===== src/hw/rtl/sbfr_pkg.sv =====
`default_nettype none

package sbfr_pkg;

    // Frame layout
    localparam int FRAME_BYTES  = 25;
    localparam int NUM_CHANNELS = 16;
    localparam int STORE_DEPTH  = FRAME_BYTES - 1;
    localparam int STORE_AW     = $clog2(STORE_DEPTH);
    localparam int CNT_W        = $clog2(FRAME_BYTES + 1);
    localparam int FLAG_IDX     = 22;

    localparam logic [7:0] START_MARK = 8'h0F;
    localparam logic [7:0] END_MARK   = 8'h00;

    // Channel unpacking
    localparam int CH_BITS  = 11;
    localparam int CH_IDX_W = 4;
    localparam int BUF_W    = CH_BITS + 7;
    localparam int NBITS_W  = $clog2(BUF_W + 1);

    // Linear map raw*GAIN/SPAN + LOW, division done by reciprocal multiply
    localparam int MAP_IN_SPAN  = 2014;
    localparam int MAP_OUT_LOW  = -1210;
    localparam int MAP_OUT_HIGH = 1250;
    localparam int MAP_GAIN     = MAP_OUT_HIGH - MAP_OUT_LOW;
    localparam int PROD_W       = 23;
    localparam int RECIP_SHIFT  = 34;
    localparam int RECIP_W      = 24;
    localparam longint unsigned MAP_RECIP =
        ((64'd1 << RECIP_SHIFT) + 64'(MAP_IN_SPAN) - 64'd1) / 64'(MAP_IN_SPAN);
    localparam int QUOT_W       = 12;
    localparam int SCALED_W     = 12;

    // Link timing
    localparam logic [15:0] AGE_MAX       = 16'hFFFF;
    localparam logic [15:0] TIMEOUT_RESET = 16'd20;

    // Input command and result kind codes
    localparam logic CMD_BYTE  = 1'b0;
    localparam logic CMD_TICK  = 1'b1;
    localparam logic KIND_CHAN = 1'b0;
    localparam logic KIND_LINK = 1'b1;

    typedef enum logic [3:0] {
        ST_IDLE,
        ST_FLAG_RD,
        ST_FLAG_CAP,
        ST_BYTE_RD,
        ST_BYTE_CAP,
        ST_SCALE_PROD,
        ST_SCALE_QUOT,
        ST_CHAN_EMIT,
        ST_TICK_EMIT
    } rx_state_t;

    typedef struct packed {
        logic prod_en;
        logic quot_en;
    } scale_ctl_t;

endpackage

`default_nettype wire


===== src/hw/rtl/sbfr_scale.sv =====
`default_nettype none

module sbfr_scale
    import sbfr_pkg::*;
(
    input  wire logic                       clk,
    input  wire scale_ctl_t                 ctl,
    input  wire logic [CH_BITS-1:0]         raw,
    output logic signed [SCALED_W-1:0]      scaled
);

    logic [PROD_W-1:0]               prod_reg;
    logic                            zero_reg;
    logic [QUOT_W-1:0]               quot_reg;
    logic                            zero_q_reg;
    logic [PROD_W+RECIP_W-1:0]       recip_prod;
    logic signed [SCALED_W:0]        offset_sum;

    // Stage 1: raw times output span
    always_ff @(posedge clk)
    begin
        if (ctl.prod_en)
        begin
            prod_reg <= PROD_W'(raw) * PROD_W'(MAP_GAIN);
            zero_reg <= (raw == '0);
        end
    end

    // Stage 2: divide by input span through reciprocal multiply
    assign recip_prod = (PROD_W+RECIP_W)'(prod_reg) * (PROD_W+RECIP_W)'(RECIP_W'(MAP_RECIP));

    always_ff @(posedge clk)
    begin
        if (ctl.quot_en)
        begin
            quot_reg   <= recip_prod[RECIP_SHIFT +: QUOT_W];
            zero_q_reg <= zero_reg;
        end
    end

    // Add the output offset; raw zero maps to zero
    assign offset_sum = $signed({1'b0, quot_reg}) + (SCALED_W+1)'(MAP_OUT_LOW);
    assign scaled     = zero_q_reg ? '0 : offset_sum[SCALED_W-1:0];

endmodule

`default_nettype wire


===== src/hw/rtl/sbus_frame_receiver.sv =====
`default_nettype none
// SBUS frame receiver.
// Input channel (in_valid/in_stall): one item per received serial byte
// (command 0, data_byte) or per millisecond tick (command 1).
// Output channel (out_valid/out_stall): one item per result, last marks the
// final result of an input item. A tick gives one link status item, loaded into
// the output register from the tick emit state. A good frame (start 0x0F, 23
// stored bytes, end 0x00) gives 16 channel items; the frame bytes sit in a
// 24-entry store that is read back one byte at a time, each byte read and then
// captured, and each channel passes through the two-stage scaler before it is
// emitted. While results are produced in_stall is high; ordinary bytes are
// taken without stall. Configuration: timeout_ticks is written with cfg_valid
// and cfg_ready (always ready); the user must write it only while the block is
// idle, and the block itself does not enforce this.
// Reset hunts for a start byte, marks the link as lost and sets the timeout
// to 20 ticks. When the receiver stalls, the output register holds its item
// and the sequencer waits.
module sbus_frame_receiver
    import sbfr_pkg::*;
(
    input  wire logic                       clk,
    input  wire logic                       rst_n,
    // input items
    input  wire logic                       in_valid,
    output logic                            in_stall,
    input  wire logic                       command,
    input  wire logic [7:0]                 data_byte,
    // configuration
    input  wire logic                       cfg_valid,
    output logic                            cfg_ready,
    input  wire logic [15:0]                timeout_ticks,
    // result items
    output logic                            out_valid,
    input  wire logic                       out_stall,
    output logic                            result_kind,
    output logic [CH_IDX_W-1:0]             channel_index,
    output logic [CH_BITS-1:0]              raw_value,
    output logic signed [SCALED_W-1:0]      scaled_value,
    output logic                            digital_one,
    output logic                            digital_two,
    output logic                            frame_lost,
    output logic                            failsafe,
    output logic                            link_alive,
    output logic                            last
);

    rx_state_t                  state_reg, state_next;
    logic [CNT_W-1:0]           byte_count_reg, byte_count_next;
    logic [15:0]                link_age_reg, link_age_next;
    logic [15:0]                timeout_reg;
    logic [STORE_AW-1:0]        rd_ptr_reg, rd_ptr_next;
    logic [CH_IDX_W-1:0]        ch_reg, ch_next;
    logic [BUF_W-1:0]           buf_reg, buf_next;
    logic [NBITS_W-1:0]         nbits_reg, nbits_next;
    logic [3:0]                 flags_reg, flags_next;
    logic [CH_BITS-1:0]         raw_reg, raw_next;

    logic [7:0]                 store_mem [STORE_DEPTH];
    logic [7:0]                 rdata_reg;
    logic                       mem_we;
    logic                       mem_re;
    logic [STORE_AW-1:0]        wr_addr;
    logic [STORE_AW-1:0]        rd_addr;

    logic                       in_fire;
    logic                       frame_end;
    logic                       frame_good;
    logic                       slot_free;
    logic                       alive;
    logic                       ch_ready;
    logic                       last_ch;
    logic                       load_chan;
    logic                       load_link;
    scale_ctl_t                 scale_ctl;
    logic signed [SCALED_W-1:0] scaled;

    logic                       out_valid_reg;
    logic                       kind_reg;
    logic [CH_IDX_W-1:0]        idx_reg;
    logic [CH_BITS-1:0]         raw_out_reg;
    logic signed [SCALED_W-1:0] scaled_out_reg;
    logic [3:0]                 flags_out_reg;
    logic                       alive_reg;
    logic                       last_reg;

    // Handshake decode
    assign in_stall   = (state_reg != ST_IDLE);
    assign cfg_ready  = 1'b1;
    assign in_fire    = in_valid && !in_stall;
    assign frame_end  = in_fire && (command == CMD_BYTE)
                        && (byte_count_reg == CNT_W'(STORE_DEPTH));
    assign frame_good = frame_end && (data_byte == END_MARK);
    assign slot_free  = !out_valid_reg || !out_stall;
    assign alive      = (link_age_reg < timeout_reg);
    assign ch_ready   = (nbits_reg >= NBITS_W'(CH_BITS));
    assign last_ch    = (ch_reg == CH_IDX_W'(NUM_CHANNELS - 1));
    assign wr_addr    = STORE_AW'(byte_count_reg - CNT_W'(1));

    // Next state
    always_comb
    begin
        state_next = state_reg;
        case (state_reg)
            ST_IDLE:
            begin
                if (in_fire && (command == CMD_TICK))
                begin
                    state_next = ST_TICK_EMIT;
                end
                else if (frame_good)
                begin
                    state_next = ST_FLAG_RD;
                end
            end
            ST_FLAG_RD:    state_next = ST_FLAG_CAP;
            ST_FLAG_CAP:   state_next = ST_BYTE_RD;
            ST_BYTE_RD:    state_next = ST_BYTE_CAP;
            ST_BYTE_CAP:
            begin
                if ((nbits_reg + NBITS_W'(8)) >= NBITS_W'(CH_BITS))
                begin
                    state_next = ST_SCALE_PROD;
                end
                else
                begin
                    state_next = ST_BYTE_RD;
                end
            end
            ST_SCALE_PROD: state_next = ST_SCALE_QUOT;
            ST_SCALE_QUOT: state_next = ST_CHAN_EMIT;
            ST_CHAN_EMIT:
            begin
                if (slot_free)
                begin
                    if (last_ch)
                    begin
                        state_next = ST_IDLE;
                    end
                    else if (ch_ready)
                    begin
                        state_next = ST_SCALE_PROD;
                    end
                    else
                    begin
                        state_next = ST_BYTE_RD;
                    end
                end
            end
            ST_TICK_EMIT:
            begin
                if (slot_free)
                begin
                    state_next = ST_IDLE;
                end
            end
            default:       state_next = ST_IDLE;
        endcase
    end

    // State outputs: memory access, scaler control, register updates
    always_comb
    begin
        byte_count_next   = byte_count_reg;
        link_age_next     = link_age_reg;
        rd_ptr_next       = rd_ptr_reg;
        ch_next           = ch_reg;
        buf_next          = buf_reg;
        nbits_next        = nbits_reg;
        flags_next        = flags_reg;
        raw_next          = raw_reg;
        mem_we            = 1'b0;
        mem_re            = 1'b0;
        rd_addr           = rd_ptr_reg;
        scale_ctl.prod_en = 1'b0;
        scale_ctl.quot_en = 1'b0;
        load_chan         = 1'b0;
        load_link         = 1'b0;
        case (state_reg)
            ST_IDLE:
            begin
                if (in_fire)
                begin
                    if (command == CMD_TICK)
                    begin
                        if (link_age_reg != AGE_MAX)
                        begin
                            link_age_next = link_age_reg + 16'd1;
                        end
                    end
                    else if (byte_count_reg == '0)
                    begin
                        if (data_byte == START_MARK)
                        begin
                            byte_count_next = CNT_W'(1);
                        end
                    end
                    else if (byte_count_reg > CNT_W'(STORE_DEPTH))
                    begin
                        byte_count_next = '0;
                    end
                    else
                    begin
                        mem_we = 1'b1;
                        if (frame_good)
                        begin
                            byte_count_next = '0;
                            link_age_next   = '0;
                            rd_ptr_next     = '0;
                            ch_next         = '0;
                            buf_next        = '0;
                            nbits_next      = '0;
                        end
                        else if (frame_end)
                        begin
                            byte_count_next = CNT_W'(1);
                            link_age_next   = AGE_MAX;
                        end
                        else
                        begin
                            byte_count_next = byte_count_reg + CNT_W'(1);
                        end
                    end
                end
            end
            ST_FLAG_RD:
            begin
                mem_re  = 1'b1;
                rd_addr = STORE_AW'(FLAG_IDX);
            end
            ST_FLAG_CAP:
            begin
                flags_next = rdata_reg[3:0];
            end
            ST_BYTE_RD:
            begin
                mem_re      = 1'b1;
                rd_ptr_next = rd_ptr_reg + STORE_AW'(1);
            end
            ST_BYTE_CAP:
            begin
                buf_next   = buf_reg | (BUF_W'(rdata_reg) << nbits_reg);
                nbits_next = nbits_reg + NBITS_W'(8);
            end
            ST_SCALE_PROD:
            begin
                scale_ctl.prod_en = 1'b1;
                raw_next          = buf_reg[CH_BITS-1:0];
                buf_next          = buf_reg >> CH_BITS;
                nbits_next        = nbits_reg - NBITS_W'(CH_BITS);
            end
            ST_SCALE_QUOT:
            begin
                scale_ctl.quot_en = 1'b1;
            end
            ST_CHAN_EMIT:
            begin
                if (slot_free)
                begin
                    load_chan = 1'b1;
                    ch_next   = ch_reg + CH_IDX_W'(1);
                end
            end
            ST_TICK_EMIT:
            begin
                load_link = slot_free;
            end
            default:
            begin
                mem_re = 1'b0;
            end
        endcase
    end

    // Frame byte store
    always_ff @(posedge clk)
    begin
        if (mem_we)
        begin
            store_mem[wr_addr] <= data_byte;
        end
        if (mem_re)
        begin
            rdata_reg <= store_mem[rd_addr];
        end
    end

    // Channel scaler
    sbfr_scale u_scale (
        .clk    (clk),
        .ctl    (scale_ctl),
        .raw    (buf_reg[CH_BITS-1:0]),
        .scaled (scaled)
    );

    // Control registers
    always_ff @(posedge clk or negedge rst_n)
    begin
        if (!rst_n)
        begin
            state_reg      <= ST_IDLE;
            byte_count_reg <= '0;
            link_age_reg   <= AGE_MAX;
            timeout_reg    <= TIMEOUT_RESET;
            out_valid_reg  <= 1'b0;
        end
        else
        begin
            state_reg      <= state_next;
            byte_count_reg <= byte_count_next;
            link_age_reg   <= link_age_next;
            if (cfg_valid && cfg_ready)
            begin
                timeout_reg <= timeout_ticks;
            end
            if (load_chan || load_link)
            begin
                out_valid_reg <= 1'b1;
            end
            else if (!out_stall)
            begin
                out_valid_reg <= 1'b0;
            end
        end
    end

    // Datapath registers
    always_ff @(posedge clk)
    begin
        rd_ptr_reg <= rd_ptr_next;
        ch_reg     <= ch_next;
        buf_reg    <= buf_next;
        nbits_reg  <= nbits_next;
        flags_reg  <= flags_next;
        raw_reg    <= raw_next;
    end

    // Output item register
    always_ff @(posedge clk)
    begin
        if (load_chan)
        begin
            kind_reg       <= KIND_CHAN;
            idx_reg        <= ch_reg;
            raw_out_reg    <= raw_reg;
            scaled_out_reg <= scaled;
            flags_out_reg  <= flags_reg;
            alive_reg      <= alive;
            last_reg       <= last_ch;
        end
        else if (load_link)
        begin
            kind_reg       <= KIND_LINK;
            idx_reg        <= '0;
            raw_out_reg    <= '0;
            scaled_out_reg <= '0;
            flags_out_reg  <= '0;
            alive_reg      <= alive;
            last_reg       <= 1'b1;
        end
    end

    assign out_valid     = out_valid_reg;
    assign result_kind   = kind_reg;
    assign channel_index = idx_reg;
    assign raw_value     = raw_out_reg;
    assign scaled_value  = scaled_out_reg;
    assign digital_one   = flags_out_reg[0];
    assign digital_two   = flags_out_reg[1];
    assign frame_lost    = flags_out_reg[2];
    assign failsafe      = flags_out_reg[3];
    assign link_alive    = alive_reg;
    assign last          = last_reg;

endmodule

`default_nettype wire

===== config.mk =====
export PLATFORM = sky130hd
export DESIGN_NAME = sbus_frame_receiver
export DESIGN_NICKNAME = d
export VERILOG_FILES = /design/src/hw/rtl/sbfr_pkg.sv /design/src/hw/rtl/sbfr_scale.sv /design/src/hw/rtl/sbus_frame_receiver.sv
export SDC_FILE = /design/constraint.sdc
export NUM_CORES = 1
export LEC_CHECK = 0
export BUFFER_PORTS_ARGS = -buffer_cell sky130_fd_sc_hd__buf_4
export CAP_MARGIN = 15
export CORE_MARGIN = 10
export CORE_UTILIZATION = 60
export DETAILED_ROUTE_END_ITERATION = 8
export HOLD_SLACK_MARGIN = 0.15
export PLACE_DENSITY = 0.76
export RECOVER_POWER = 100
export SLEW_MARGIN = 20
export SYNTH_ARGS = -nofsm -noshare
export SYNTH_HDL_FRONTEND = slang
export SYNTH_SLANG_ARGS = --single-unit
export TNS_END_PERCENT = 5

===== constraint.sdc =====
create_clock -name clk -period 8.3 [get_ports clk]
set_input_delay 0.415 -clock clk [delete_from_list [all_inputs] [get_ports clk]]
set_output_delay 0.415 -clock clk [all_outputs]
set_load 0.01 [all_outputs]

==> run summary, run 1 <==
* 0 — antenna violations before repair
* 0.57 ns — clock latency at the later pin of the worst-skew pair
* 8.59 ns — data required time at the worst endpoint
* 172 MHz — maximum frequency from static timing analysis
* flip-flop — type of element launching the critical path
* 11.8% — Synth async-reset ratio
* false — setup repair after global routing missed its margin
* 0 — count of final hold-check violations
* 85 — number of distinct library cell variants in the gate-level netlist after synthesis
* 49 — maximum number of pins on one net before global-route repair
* 0 ns — total negative setup slack
* 2 — deepest level of the CTS H-tree
* 5 — max-cap violations
* -65.5% — Rel. slew slack
* 12.0 um2 — average cell area after synthesis
* 22.5% — global-route usage over all layers
* complete, but fails checks — run status
* flip-flop — Worst setup EP type
* 182 — pins over their slew limit
* 36700 um2 — Core ar.
* 0 — number of setup violations in the final report
* 7 — Worst Path Max Fanout
* edfxtp_1 — most frequently used flop master after synthesis
* 65 — number of input and output port buffers inserted
* 0 — count of instances resized after the clock tree is built
* edfxtp_1 — library cell with the highest instance count after synthesis
* edfxtp_1 42%, ha_1 15%, fa_1 8.8%, inv_1 3.6%, dfrtp_1 2.7% — Area contributors post-synth
* 6.63% — fraction of layout instances using a drive strength above 1
* 357 — clock sink count
* 39 — TritonCTS buffer count
* 22300 um2 — Post-Synthesis Cell Area
* 70 — num rows
* capacitance limit, slew limit — violated checks
* 47.1% — register area share after synthesis
* 0.0174 ns — final setup skew
* 0.957 — global placer's final weighted congestion
* 5.83 ns — final critical path time including I/O delays and setup
* 8.99% — Area growth, synth to finish
* clkbuf_16 — CTS root buffer
* 79800 um — global-route wire length before repair
* 49100 um — WL final
* 1861 — number of instances in the synthesized netlist
* 0.06 ns — post-CTS clock slew at the launch and capture registers of the worst setup and hold paths
* 0 — buffer count from post-CTS setup fixing
* 2261 — net count of the mapped netlist
* 213 um — Vert. Die Dim
* 35100 um — post-detail-place hpwl
* 6.12 ns — critical path arrival
* 14563 — Via Count
* 0 — DRC viols
* 314 — EDFF count, synth
* 2331 — number of nets in the layout
* 2.48 ns — transition time at the pin with the least slew margin
* 67 — Top Ports
* 314 x edfxtp_1, 272 x ha_1, 212 x inv_1 — most used standard cells in the synthesized netlist
* 42.2% — top cell type's share of synthesized area
* 0 — Synth Warn #
* 0 — antenna diode instance count
* 45300 um2 — DIE AREA
* reg -> reg — classification of the worst setup path
* 20.2 um — routed length per instance
* edfxtp_1 — top cell type by total area after synthesis
* 192 — Largest register FFs
* 1071 — DR iter-0 viols
* 5.99 — routed vias/inst
* in -> reg — path category of the worst min-delay check
* 0 — count of antenna-violating nets left after detailed routing
* 213 um — Die Wd
* 357 — Synth Register Bits
* 0 — Overflow after GRT
* built — CTS tree
* 15170 — vias in the first global route
* 60.9% — Initial Util
* 3 — maximum clock path buffer count
* 5 — number of iterations in the first detailed-routing pass
* 70.2% — Final period util
[worst paths after layout]
path | start | cells after the start | slack, ns | endpoint
max | u_scale.prod_reg[13] | 18 | 2.47 | u_scale.quot_reg[11]
min | cfg_valid | 3 | 0.20 | timeout_reg[4]
max reg2reg | u_scale.prod_reg[13] | 18 | 2.47 | u_scale.quot_reg[11]
min reg2reg | u_scale.zero_reg | 0 | 0.43 | u_scale.zero_q_reg
max in group asynchronous | rst_n | 2 | 5.97 | timeout_reg[9]
min in group asynchronous | rst_n | 2 | 1.07 | byte_count_reg[1]
[what timing repair did]
| item | CTS | global route |
|---|---|---|
| hold buffers | 17 | 0 |
| hold endpoints to repair | 40 | 0 |
| setup endpoints to repair | 0 | 0 |
[worst max-delay path: stages, from the launching register on]
cell	delay, ns
edfxtp_1	0.52
ha_1	0.35
ha_1	0.28
inv_1	0.05
fa_1	0.47
inv_1	0.05
fa_1	0.51
fa_1	0.54
inv_1	0.05
fa_1	0.49
inv_1	0.04
ha_1	0.27
nand3_1	0.15
or4_1	0.50
o21ai_0	0.28
nor3_1	0.14
o21ai_0	0.48
a41oi_1	0.22
xnor2_1	0.16
[logic make-up (layout without fill, tap and decap cells)]
kind of cell,after synthesis,in the layout,share of synthesized area [%]
adders and majority gates,370,370,24.0
AOI/OAI and AO/OA,310,310,9.47
DFF,357,357,47.1
muxes,42,42,2.82
buffers and inverters,275,376,4.92
xor gates and xnor gates,41,41,1.61
other,1,1,0.0168
and+or+nand+nor,465,465,10.0
[per-stage QoR]
step	hold WS [ns]	cells	setup slack [ns]	area (um2)	utilization, %
global placement	0.405	2340	2.94	23200	63.2
finish	0.205	2430	2.47	24300	66.3
floorplan	0.119	1861	3.15	22300	-
global route	0.190	2430	2.06	24300	66.3
CTS	0.178	2429	2.86	24600	67.0
detailed placement	0.412	2340	2.87	23200	63.2
[area by class of cell]
type                            count  area, um2
Fill cell                        2746      12400
Multi-Input combinational cell   1229      10700
Sequential cell                   357      10500
Clock buffer                       51       1020
Inverter                          214        803
Tap cell                          468        586
Timing Repair Buffer               90        542
Clock inverter                     21        214
[metal layers]
metal  track usage [%]  share of wire (%)  up-vias
li1                  -                  -     6848
met1              27.7                 41     7174
met2              39.0                 50      437
met3              4.02                5.7      104
met4              7.85                3.2        0
met5                 0                  0        -
[cell usage in the layout (no fill, tap or decap), types with 8 or more instances in the layout]
cell,count
nand2_1,156
clkbuf_4,14
a221o_1,14
xnor2_1,27
nand3_1,50
a21oi_1,75
buf_4,9
ha_1,272
clkbuf_16,39
xor2_1,14
dfrtp_1,24
nand4_1,17
mux4_2,16
nor2_1,108
dfstp_2,17
mux2i_1,19
o221ai_1,16
a211oi_1,22
o22ai_1,10
a21o_1,25
edfxtp_1,314
nand2b_1,9
clkinv_1,8
nor3_1,24
nor2b_1,34
o211ai_1,12
inv_1,212
dlygate4sd3_1,17
and3_1,30
clkbuf_1,61
a311oi_1,16
fa_1,98
o21ai_0,66
Power of run 1 is not shown: default switching activity piles up to over one toggle a cycle in this logic, so the estimate is an artifact.
==> run 2: changes to the inputs <==
--- a/config.mk
+++ b/config.mk
@@ -5,13 +5,14 @@
 export SDC_FILE = /design/constraint.sdc
 export NUM_CORES = 1
 export LEC_CHECK = 0
+export ABC_AREA = 1
 export BUFFER_PORTS_ARGS = -buffer_cell sky130_fd_sc_hd__buf_4
 export CAP_MARGIN = 15
 export CORE_MARGIN = 10
-export CORE_UTILIZATION = 60
+export CORE_UTILIZATION = 58
 export DETAILED_ROUTE_END_ITERATION = 8
 export HOLD_SLACK_MARGIN = 0.15
-export PLACE_DENSITY = 0.76
+export PLACE_DENSITY = 0.77
 export RECOVER_POWER = 100
 export SLEW_MARGIN = 20
 export SYNTH_ARGS = -nofsm -noshare
==> constraint.sdc (replaced) <==
create_clock -name clk -period 5.31 [get_ports clk]
set_input_delay 0.2655 -clock clk [delete_from_list [all_inputs] [get_ports clk]]
set_output_delay 0.2655 -clock clk [all_outputs]
set_load 0.01 [all_outputs]
==> run 2 against run 1 <==
Against the previous run:
- the flow still finishes with violations (capacitance limit, slew limit)
- synthesized area up 9.9%
- worst setup slack worse by 2.1 ns
- non-clock buffer count up 49
- global-route usage up 1.8 points
- via count up 30%
- register-to-register slack worse by 2.1 ns
- flip-flop and latch count unchanged
- cell count up 38%
- clock skew up 0.0052 ns
- synthesized cell count up 44%
- critical path depth down 1
- utilization down 1.8 points
- critical path type unchanged
==> run summary, run 2 <==
* 5.63 ns — data required time at the worst endpoint, was 8.59 ns
* edfxtp_1 — most frequently used flop master after synthesis, unchanged
* 3364 — non-filler cells in the finished layout, was 2430
* built — CTS tree, unchanged
* 0 — number of setup violations in the final report, unchanged
* 5 — number of iterations in the first detailed-routing pass, unchanged
* state_reg[2] — hold endpoint, was timeout_reg[4]
* 92.5% — Final period util, was 70.2%
* 61500 um — WL final, was 49100 um
* 2676 — number of instances in the synthesized netlist, was 1861
* 3195 — number of nets in the layout, was 2331
* 2.30 ns — transition time at the pin with the least slew margin, was 2.48 ns
* 24.3% — global-route usage over all layers, was 22.5%
* reg -> reg — classification of the worst setup path, unchanged
* u_scale.prod_reg[8] — Reg-to-Reg Start, was u_scale.prod_reg[13]
* 44300 um — post-detail-place hpwl, was 35100 um
* 0 — count of antenna-violating nets left after detailed routing, unchanged
* 0 — count of final hold-check violations, unchanged
* 18887 — Via Count, was 14563
* nand2_1 — most frequent standard cell in the layout excluding fill and tap cells, was edfxtp_1
* 246 — pins over their slew limit, was 182
* 0.57 ns — clock latency at the later pin of the worst-skew pair, about the same
* flip-flop — Worst setup EP type, unchanged
* 0 — antenna violations before repair, unchanged
* 314 — EDFF count, synth, unchanged
* 3332 — Filler Cell Count, was 2746
* in -> reg — path category of the worst min-delay check, unchanged
* 7 — Worst Path Max Fanout, unchanged
* 192 — Largest register FFs, unchanged
* false — setup repair after global routing missed its margin, unchanged
* 10.2% — Area growth, synth to finish, was 8.99%
* 5 — Hold Path Cell Cnt, was 3
* 5.61 — routed vias/inst, was 5.99
* 51000 um2 — DIE AREA, was 45300 um2
* 511 x nand2_1, 483 x inv_1, 314 x edfxtp_1 — most frequent cells in the layout, was 314 x edfxtp_1, 272 x ha_1, 212 x inv_1
* 81 — maximum number of pins on one net before global-route repair, was 49
* 0.0226 ns — final setup skew, was 0.0174 ns
* capacitance limit, slew limit — violated checks, unchanged
* 0.40 ns — flop2flop setup slack, was 2.47 ns
* 2081 — DR iter-0 viols, was 1071
* -53.3% — Rel. slew slack, was -65.5%
* 0 — Overflow after GRT, unchanged
* 506 x nand2_1, 478 x inv_1, 314 x edfxtp_1 — most used standard cells in the synthesized netlist, was 314 x edfxtp_1, 272 x ha_1, 212 x inv_1
* 98600 um — global-route wire length before repair, was 79800 um
* 2 — deepest level of the CTS H-tree, unchanged
* 11.8% — Synth async-reset ratio, unchanged
* u_scale.quot_reg[10] — Critical R2R Capture, was u_scale.quot_reg[11]
* 357 — Synth Register Bits, unchanged
* 65 — number of input and output port buffers inserted, unchanged
* edfxtp_1 38%, ha_1 14%, fa_1 8.0%, nand2_1 7.7%, inv_1 7.3% — Area contributors post-synth, was edfxtp_1 42%, ha_1 15%, fa_1 8.8%, inv_1 3.6%, dfrtp_1 2.7%
* clkbuf_16 — CTS root buffer, unchanged
* 0 ns — total negative setup slack, unchanged
* 18939 — vias in the first global route, was 15170
* 6 — max-cap violations, was 5
* flip-flop — type of element launching the critical path, unchanged
* 38.4% — top cell type's share of synthesized area, was 42.2%
* 3 — maximum clock path buffer count, unchanged
* 17 — Reg2Reg Depth, was 18
* 3076 — net count of the mapped netlist, was 2261
* 18.3 um — routed length per instance, was 20.2 um
* 0 — antenna diode instance count, unchanged
* 24600 um2 — Post-Synthesis Cell Area, was 22300 um2
* 64.5% — final core area utilization, was 66.3%
* 0 — count of instances resized after the clock tree is built, unchanged
* 41900 um2 — Core ar., was 36700 um2
* 40 — TritonCTS buffer count, was 39
* 3231 — Cells after DPL, was 2340
* 0 — DRC viols, unchanged
* 75 — num rows, was 70
* 5.23 ns — critical path arrival, was 6.12 ns
* 58.5% — Initial Util, was 60.9%
* 0.932 — global placer's final weighted congestion, was 0.957
* 357 — clock sink count, unchanged
* 226 um — Vert. Die Dim, was 213 um
* in_valid — start point of the worst min-delay path, was cfg_valid
* 9.17 um2 — average cell area after synthesis, was 12.0 um2
* 42.9% — register area share after synthesis, was 47.1%
* 204 MHz — maximum frequency from static timing analysis, was 172 MHz
* 67 — Top Ports, unchanged
* 226 um — Die Wd, was 213 um
* 0.06 ns — post-CTS clock slew at the launch and capture registers of the worst setup and hold paths, about the same
* 0 — Synth Warn #, unchanged
* complete, but fails checks — run status, unchanged
* 4.91 ns — final critical path time including I/O delays and setup, was 5.83 ns
* 48 — number of distinct library cell variants in the gate-level netlist after synthesis, was 85
* nand2_1 — library cell with the highest instance count after synthesis, was edfxtp_1
* 0 — buffer count from post-CTS setup fixing, unchanged
* edfxtp_1 — top cell type by total area after synthesis, unchanged
* 4.32% — fraction of layout instances using a drive strength above 1, was 6.63%
run 2: cell count changes after synthesis, sizes merged, moves of 32 or more:
cell	delta
nand3b	+32
nor2	+128
inv	+279
nand3	+193
o21ai	+57
nand2	+356
nor2b	-35
run 2: repair_timing:
action	in CTS	in global routing
endpoints found under the setup margin	0	0
hold buffers	59	0
hold endpoints to repair	265	0
run 2: per-layer routing:
layer	vias up	share of wire [%]	global-route usage, %
li1	9046	-	-
met1	8920	42	32.5
met2	818	47	40.1
met3	103	8.9	4.50
met4	0	2.1	6.30
met5	-	0	0
run 2: cell type report:
cell class | instances | area (um2) | share of cell area, %
clock inverters | 22 | 133 | 0.490
multi-input cells | 1764 | 11800 | 43.6
clock buffers | 50 | 1070 | 3.95
well taps | 539 | 674 | 2.49
flip-flops and latches | 357 | 10500 | 38.9
repair buffers | 139 | 1000 | 3.71
inverters | 493 | 1850 | 6.84
run 2: logic make-up (layout without fill, tap and decap cells):
kind of cell | count (synthesis) | in the layout | share of synthesized area [%]
and+or+nand+nor | 1080 | 1080 | 19.0
buffers and inverters | 555 | 704 | 8.96
adders and majority gates | 370 | 370 | 21.9
DFF | 357 | 357 | 42.9
AOI/OAI and AO/OA | 292 | 292 | 6.54
xor gates and xnor gates | 21 | 21 | 0.749
other | 1 | 1 | 0.0153
run 2: critical path, cell delays in order (launching register included):
cell	delay, ns
edfxtp_1	0.56
ha_1	0.38
ha_1	0.22
fa_1	0.56
fa_1	0.46
fa_1	0.55
inv_1	0.05
fa_1	0.49
inv_1	0.05
ha_1	0.31
nand2_1	0.14
nor2_1	0.19
nand2_1	0.12
nor2_1	0.12
nand2_1	0.06
or2_0	0.25
nand4_1	0.11
nand2_1	0.06
run 2: stage by stage:
stage | cell area (um2) | hold WS, ns | setup WS [ns]
after floorplan | 24600 | -0.0301 | 0.748
after global placement | 25500 | 0.282 | 0.494
after detailed placement | 25500 | 0.286 | 0.451
after CTS | 27300 | 0.189 | 0.450
after global routing | 27100 | 0.224 | 0.121
final | 27100 | 0.208 | 0.399
run 2: worst max path at each step:
stage	depth (start not counted)	from	endpoint
6_report	17	u_scale.prod_reg[8]	u_scale.quot_reg[10]
5_1_grt	18	u_scale.prod_reg[8]	u_scale.quot_reg[0]
4_1_cts	18	u_scale.prod_reg[8]	u_scale.quot_reg[0]
3_5_place_dp	17	u_scale.prod_reg[11]	u_scale.quot_reg[2]
3_3_place_gp	17	u_scale.prod_reg[11]	u_scale.quot_reg[2]
2_1_floorplan	20	u_scale.prod_reg[13]	u_scale.quot_reg[9]
Power of run 2 is left out for the same reason.
